**src/smp_pkg.sv**
```systemverilog
// Shared types and constants for the SHA-2 message padder.
`timescale 1ns / 1ps
`default_nettype none

package smp_pkg;

  localparam logic [7:0] PAD_MARK_BYTE = 8'h80;
  localparam logic [6:0] LEN_AT_NARROW = 7'd56;
  localparam logic [6:0] LEN_AT_WIDE   = 7'd112;
  localparam logic [7:0] BLK_NARROW    = 8'd64;
  localparam logic [7:0] BLK_WIDE      = 8'd128;
  localparam logic [3:0] TAIL_NARROW   = 4'd8;
  localparam logic [3:0] TAIL_WIDE     = 4'd0;
  localparam logic [3:0] TAIL_LAST     = 4'd15;

  typedef enum logic [1:0] {
    SEL_DATA,
    SEL_MARK,
    SEL_ZERO,
    SEL_TAIL
  } byte_sel_t;

  typedef enum logic [1:0] {
    ST_IDLE,
    ST_MARK,
    ST_ZERO,
    ST_TAIL
  } state_t;

  typedef struct packed {
    logic      push;
    byte_sel_t sel;
    logic      count;
    logic      tail_start;
    logic      tail_step;
    logic      msg_end;
  } cmd_t;

  typedef struct packed {
    logic out_free;
    logic at_len_field;
    logic tail_done;
  } status_t;

endpackage

`default_nettype wire

```
**src/smp_ctrl.sv**
```systemverilog
// Control state machine of the SHA-2 message padder.
`timescale 1ns / 1ps
`default_nettype none

module smp_ctrl
  import smp_pkg::*;
(
  input  wire logic    clk,
  input  wire logic    rst,
  input  wire logic    in_valid,
  output logic         in_stall,
  input  wire logic    byte_present,
  input  wire logic    message_last,
  input  wire status_t status,
  output cmd_t         cmd
);

  state_t state;
  state_t state_next;

  always_ff @(posedge clk) begin
    if (rst) begin
      state <= ST_IDLE;
    end else begin
      state <= state_next;
    end
  end

  always_comb begin
    state_next     = state;
    cmd            = '0;
    cmd.sel        = SEL_DATA;
    in_stall       = 1'b1;
    unique case (state)
      ST_IDLE: begin
        in_stall = !status.out_free;
        if (in_valid && status.out_free) begin
          cmd.push  = byte_present;
          cmd.count = byte_present;
          if (message_last) begin
            state_next = ST_MARK;
          end
        end
      end
      ST_MARK: begin
        if (status.out_free) begin
          cmd.push   = 1'b1;
          cmd.sel    = SEL_MARK;
          state_next = ST_ZERO;
        end
      end
      ST_ZERO: begin
        // Zero fill runs until the block position reaches the length field.
        if (status.at_len_field) begin
          cmd.tail_start = 1'b1;
          state_next     = ST_TAIL;
        end else if (status.out_free) begin
          cmd.push = 1'b1;
          cmd.sel  = SEL_ZERO;
        end
      end
      ST_TAIL: begin
        if (status.out_free) begin
          cmd.push      = 1'b1;
          cmd.sel       = SEL_TAIL;
          cmd.tail_step = 1'b1;
          if (status.tail_done) begin
            cmd.msg_end = 1'b1;
            state_next  = ST_IDLE;
          end
        end
      end
      default: begin
        state_next = ST_IDLE;
      end
    endcase
  end

endmodule

`default_nettype wire

```
**src/smp_datapath.sv**
```systemverilog
// Byte packer, block position, byte count and output word register.
`timescale 1ns / 1ps
`default_nettype none

module smp_datapath
  import smp_pkg::*;
(
  input  wire logic        clk,
  input  wire logic        rst,
  input  wire logic        cfg_valid,
  input  wire logic        cfg_ready,
  input  wire logic        wide_mode,
  input  wire logic [7:0]  data_byte,
  input  wire cmd_t        cmd,
  output status_t          status,
  output logic             out_valid,
  input  wire logic        out_stall,
  output logic [63:0]      padded_word,
  output logic [3:0]       word_index,
  output logic             block_end,
  output logic             message_end
);

  logic        wide;
  logic [63:0] byte_count;
  logic [63:0] word_buffer;
  logic [6:0]  block_position;
  logic [3:0]  tail_count;

  logic [63:0] bit_length;
  logic [7:0]  push_byte;
  logic [6:0]  pos_m;
  logic [7:0]  pos_inc;
  logic        word_done;
  logic        blk_done;
  logic [63:0] buffer_next;
  logic [3:0]  index_next;
  logic [63:0] word_next;
  logic [6:0]  pos_next;

  always_ff @(posedge clk) begin
    if (rst) begin
      wide <= 1'b0;
    end else if (cfg_valid && cfg_ready) begin
      wide <= wide_mode;
    end
  end

  assign bit_length = {byte_count[60:0], 3'b000};

  always_comb begin
    unique case (cmd.sel)
      SEL_DATA: push_byte = data_byte;
      SEL_MARK: push_byte = PAD_MARK_BYTE;
      SEL_ZERO: push_byte = 8'h00;
      SEL_TAIL: begin
        // The last eight tail bytes (the lower half in 1024-bit mode) are the big-endian bit length.
        if (tail_count[3]) begin
          push_byte = bit_length[(6'd63 - {tail_count[2:0], 3'b000}) -: 8];
        end else begin
          push_byte = 8'h00;
        end
      end
      default: push_byte = 8'h00;
    endcase
  end

  always_comb begin
    pos_m       = wide ? block_position : {1'b0, block_position[5:0]};
    pos_inc     = {1'b0, pos_m} + 8'd1;
    word_done   = wide ? (pos_inc[2:0] == 3'd0) : (pos_inc[1:0] == 2'd0);
    blk_done    = wide ? (pos_inc == BLK_WIDE) : (pos_inc == BLK_NARROW);
    buffer_next = {word_buffer[55:0], push_byte};
    index_next  = wide ? (pos_inc[6:3] - 4'd1) : (pos_inc[5:2] - 4'd1);
    word_next   = wide ? buffer_next : {32'd0, buffer_next[31:0]};
    pos_next    = blk_done ? 7'd0 : pos_inc[6:0];
  end

  assign status.out_free     = !out_valid || !out_stall;
  assign status.at_len_field = wide ? (pos_m == LEN_AT_WIDE) : (pos_m == LEN_AT_NARROW);
  assign status.tail_done    = (tail_count == TAIL_LAST);

  always_ff @(posedge clk) begin
    if (rst) begin
      byte_count     <= '0;
      word_buffer    <= '0;
      block_position <= '0;
      tail_count     <= '0;
    end else if (cmd.msg_end) begin
      byte_count     <= '0;
      word_buffer    <= '0;
      block_position <= '0;
      tail_count     <= '0;
    end else begin
      if (cmd.count) begin
        byte_count <= byte_count + 64'd1;
      end
      if (cmd.push) begin
        word_buffer    <= word_done ? 64'd0 : buffer_next;
        block_position <= pos_next;
      end
      if (cmd.tail_start) begin
        tail_count <= wide ? TAIL_WIDE : TAIL_NARROW;
      end else if (cmd.tail_step) begin
        tail_count <= tail_count + 4'd1;
      end
    end
  end

  always_ff @(posedge clk) begin
    if (rst) begin
      out_valid <= 1'b0;
    end else if (cmd.push && word_done) begin
      out_valid <= 1'b1;
    end else if (!out_stall) begin
      out_valid <= 1'b0;
    end
  end

  always_ff @(posedge clk) begin
    if (cmd.push && word_done) begin
      padded_word <= word_next;
      word_index  <= index_next;
      block_end   <= blk_done;
      message_end <= cmd.msg_end;
    end
  end

endmodule

`default_nettype wire

```
**src/sha2_message_padder.sv**
```systemverilog
// Top level of the SHA-2 message padder for 512-bit and 1024-bit blocks.
//
//   Channel  Direction  Handshake             Word
//   in       input      in_valid / in_stall   data_byte, byte_present, message_last
//   out      output     out_valid / out_stall padded_word, word_index, block_end,
//                                             message_end
//   cfg      input      cfg_valid / cfg_ready wide_mode
//
// A byte word is taken whenever in_stall is low; words leave through a registered output stage.
// After a last word the padding sequencer pushes one pad byte a cycle while the output
// does not stall: the 0x80 mark, the zero fill up to the length field and a 16-byte
// tail (8 in 512-bit mode), plus a step to enter the tail in which no byte is pushed.
// Reset is synchronous and clears control state and the byte count.
// The input stalls during padding and whenever a full output word is held.
`timescale 1ns / 1ps
`default_nettype none

module sha2_message_padder
  import smp_pkg::*;
(
  input  wire logic        clk,
  input  wire logic        rst,
  input  wire logic        cfg_valid,
  output logic             cfg_ready,
  input  wire logic        wide_mode,
  input  wire logic        in_valid,
  output logic             in_stall,
  input  wire logic [7:0]  data_byte,
  input  wire logic        byte_present,
  input  wire logic        message_last,
  output logic             out_valid,
  input  wire logic        out_stall,
  output logic [63:0]      padded_word,
  output logic [3:0]       word_index,
  output logic             block_end,
  output logic             message_end
);

  cmd_t    cmd;
  status_t status;

  assign cfg_ready = 1'b1;

  smp_ctrl u_ctrl (
    .clk          (clk),
    .rst          (rst),
    .in_valid     (in_valid),
    .in_stall     (in_stall),
    .byte_present (byte_present),
    .message_last (message_last),
    .status       (status),
    .cmd          (cmd)
  );

  smp_datapath u_datapath (
    .clk         (clk),
    .rst         (rst),
    .cfg_valid   (cfg_valid),
    .cfg_ready   (cfg_ready),
    .wide_mode   (wide_mode),
    .data_byte   (data_byte),
    .cmd         (cmd),
    .status      (status),
    .out_valid   (out_valid),
    .out_stall   (out_stall),
    .padded_word (padded_word),
    .word_index  (word_index),
    .block_end   (block_end),
    .message_end (message_end)
  );

endmodule

`default_nettype wire

```
**config.mk**
```make
export PLATFORM = sky130hd
export DESIGN_NAME = sha2_message_padder
export DESIGN_NICKNAME = d
export VERILOG_FILES = /design/src/smp_pkg.sv /design/src/smp_ctrl.sv /design/src/smp_datapath.sv /design/src/sha2_message_padder.sv
export SDC_FILE = /design/constraint.sdc
export NUM_CORES = 1
export LEC_CHECK = 0
export BUFFER_PORTS_ARGS = -buffer_cell sky130_fd_sc_hd__buf_2
export CORE_MARGIN = 1
export CORE_UTILIZATION = 45
export DETAILED_ROUTE_END_ITERATION = 10
export GPL_TIMING_DRIVEN = 0
export PLACE_DENSITY = 0.65
export SYNTH_ARGS = -nofsm -noshare
export SYNTH_HDL_FRONTEND = slang
export SYNTH_SLANG_ARGS = --single-unit
```
**constraint.sdc**
```tcl
create_clock -name clk -period 10.4 [get_ports clk]
set_input_delay 2.08 -clock clk [delete_from_list [all_inputs] [get_ports clk]]
set_output_delay 2.08 -clock clk [all_outputs]
set_load 0.01 [all_outputs]
```
==> flow_summary.yaml <==
logic_synthesis:
  synth_edf_count: 70
  ys_types: 59
  seq_area_frac_synth: 0.532
  synthArstFlopShare: 0
  synth_area_sq_um: 8930
  synth_flop_cell: "dfxtp_1"
  ys_ff_latch: 202
  ys_warn_count: 0
  postSynthNetCount: 913
  synthCells: 886
  syn_avg_cell_area_sq_um: 10.1
sta:
  relSlewSlack: 0.143
  hold_violations: 0
  report.final.slew_viol_count: 0
  worst_pin_slew_ps: 1270
  fin_skew_ps: 6.08
  fin_setup_tns_ps: 0
  fmax_ghz: 0.214
  fin_crit_ps: 4680
  rsz0062_at_grt: "no"
  timing.final.ws_setup_ps: 5720
  period_share: 0.450
  setup_viol: 0
  hold_ws_ps: 445
clock_tree:
  insertion_delay_ps: 510
  clk_path_buf_depth: 3
  cts_buffers: 22
  ctsResizeCount: 0
  cts_tree: "done"
  htreeDepth: 1
  numClockSinks: 202
  cts_root_buffer: "clkbuf_16"
  cts_setup_buffers: 0
  path_clk_slew_ps: 60
  hold_buffers: 0
floorplan:
  ios: 89
  rows: 51
  dieArea_sq_um: 20400
  die_x_um: 143
  start_util: 0.459
  die_h_um: 143
  core_sq_um: 19500
placed_design:
  dp_slack_ps: 5570
  gp_congestion: 0.950
  portBuffers: 87
  dpl.hpwl_um: 15800
setup_path:
  path_class: "in2out"
  critPathCaptureType: "primary output"
  crit_path_start_kind: "input pin"
  crit_required_ps: 8320
  cp_max_fo: 4
  worstPathArrival_ps: 2600
routing:
  vias: 7141
  ant_nets: 0
  wl_per_cell_um: 17.0
  first_pass_iters: 6
  routed_wl_um: 21700
  drt-initial-drc-count: 440
  drc_errors: 0
  drt-vias-per-instance: 5.58
global_routing:
  grt_max_degree: 32
  antenna_found_initial: 0
  grt_pass1_wl_um: 34300
  grt_overflow: 0
  grt_pass1_vias: 6346
  grtUsageTotal: 0.216
flow_run:
  max_cap_viol_count: 0
power:
  ir_drop_mv: 0.121
  power_density_nw_per_um2: 185
  finalPower_w: 0.00193
  leakagePower_nw: 3.56
layout:
  num-nets-final: 1026
  insertedDiodeCount: 0
  layout-drive-gt1-share: 0.162
  post-route-util: 0.538
  area_growth_pct: 17.3
hold_path:
  hold_class: "reg2reg"
status:
  status: "finished, final reports clean"
where the power goes:
group          total [W]  switching (W)  internal (W)
sequential      0.000874      0.0000274      0.000847
combinational   0.000292       0.000205     0.0000879
clock           0.000766       0.000310      0.000455
total            0.00193       0.000542       0.00139
final timing paths:
path | start | end | slack (ps) | depth (start not counted)
setup reg to reg | u_ctrl.state[0]$_SDFFE_PP0P_ | u_datapath.byte_count[45]$_SDFFE_PP0P_ | 7200 | 8
hold reg to reg | u_datapath.word_buffer[54]$_SDFFE_PP0P_ | u_datapath.word_buffer[54]$_SDFFE_PP0P_ | 450 | 2
setup / recovery | out_stall | in_stall | 5720 | 3
hold / removal | u_datapath.word_buffer[54]$_SDFFE_PP0P_ | u_datapath.word_buffer[54]$_SDFFE_PP0P_ | 450 | 2
metrics by stage:
step | cells | area [sq um]
after floorplan | 886 | 8930
after global placement | 1238 | 9690
after detailed placement | 1240 | 9740
after CTS | 1280 | 10500
after global routing | 1280 | 10500
final | 1280 | 10500
synthesized netlist by cell type (9+ instances only):
cell	instances	area [sq um]
a21oi_1	78	390
a32o_1	11	110
and2_1	35	219
clkbuf_1	43	161
dfxtp_1	132	2640
edfxtp_1	70	2100
ha_1	11	138
inv_1	13	48.8
mux2i_1	14	140
mux4_2	10	225
nand2_1	105	394
nand3_1	74	370
nand4_1	24	150
nor2_1	48	180
nor4_1	12	75.1
o211ai_1	13	97.6
o31ai_1	15	113
or3_1	9	56.3
or4_1	28	210
xnor2_1	23	201
xor2_1	18	158
sequential cells by signal (all words and copies together), names as in the netlist:
| name | flops |
|---|---|
| u_ctrl.state | 2 |
| u_datapath.block_end | 1 |
| u_datapath.block_position | 7 |
| u_datapath.byte_count | 61 |
| u_datapath.message_end | 1 |
| u_datapath.out_valid | 1 |
| u_datapath.padded_word | 64 |
| u_datapath.tail_count | 4 |
| u_datapath.wide | 1 |
| u_datapath.word_buffer | 56 |
| u_datapath.word_index | 4 |
logic make-up (layout without fill, tap and decap cells):
family,count (synthesis),count (layout),share of synthesized area
XOR/XNOR,41,41,0.0402
multiplexers,29,29,0.0472
adder cells (fa/ha/maj),11,11,0.0154
AO/OA/AOI/OAI,155,155,0.112
AND/OR/NAND/NOR,373,373,0.217
buffers and inverters,74,203,0.0355
other,1,1,0.000420
flip-flops,202,202,0.532
final cells by class:
| type | count | area (sq um) |
|---|---|---|
| plain buffers | 61 | 268 |
| fillers | 1755 | 8990 |
| inverters | 13 | 48.8 |
| repair buffers | 89 | 475 |
| well taps | 265 | 332 |
| clock buffers | 34 | 687 |
| clock inverters | 6 | 42.5 |
| multi-input cells | 610 | 3870 |
| flip-flops and latches | 202 | 4740 |
per-layer routing:
layer  track usage  vias up  wire length (um)
li1              -     3482                 -
met1         0.298     3363              9840
met2         0.349      245             10000
met3        0.0288       51              1200
met4        0.0770        0               686
met5             0        -                 0
critical path, stage by stage:
cell	delay (ps)
buf_2	120
a21bo_2	250
buf_2	150
cells in the final DEF (no fill, tap or decap), types with 12 or more instances in the layout:
| cell type | count |
|---|---|
| nand3_1 | 74 |
| o31ai_1 | 15 |
| dfxtp_1 | 132 |
| mux2i_1 | 14 |
| o211ai_1 | 13 |
| edfxtp_1 | 70 |
| nor2_1 | 47 |
| xnor2_1 | 23 |
| clkbuf_16 | 23 |
| xor2_1 | 18 |
| clkbuf_1 | 47 |
| inv_1 | 13 |
| nor4_1 | 12 |
| nand2_1 | 105 |
| a21oi_1 | 78 |
| nand4_1 | 24 |
| buf_2 | 94 |
| and2_1 | 35 |
| or4_1 | 28 |
Note: power is estimated with default switching activity, not from simulation.
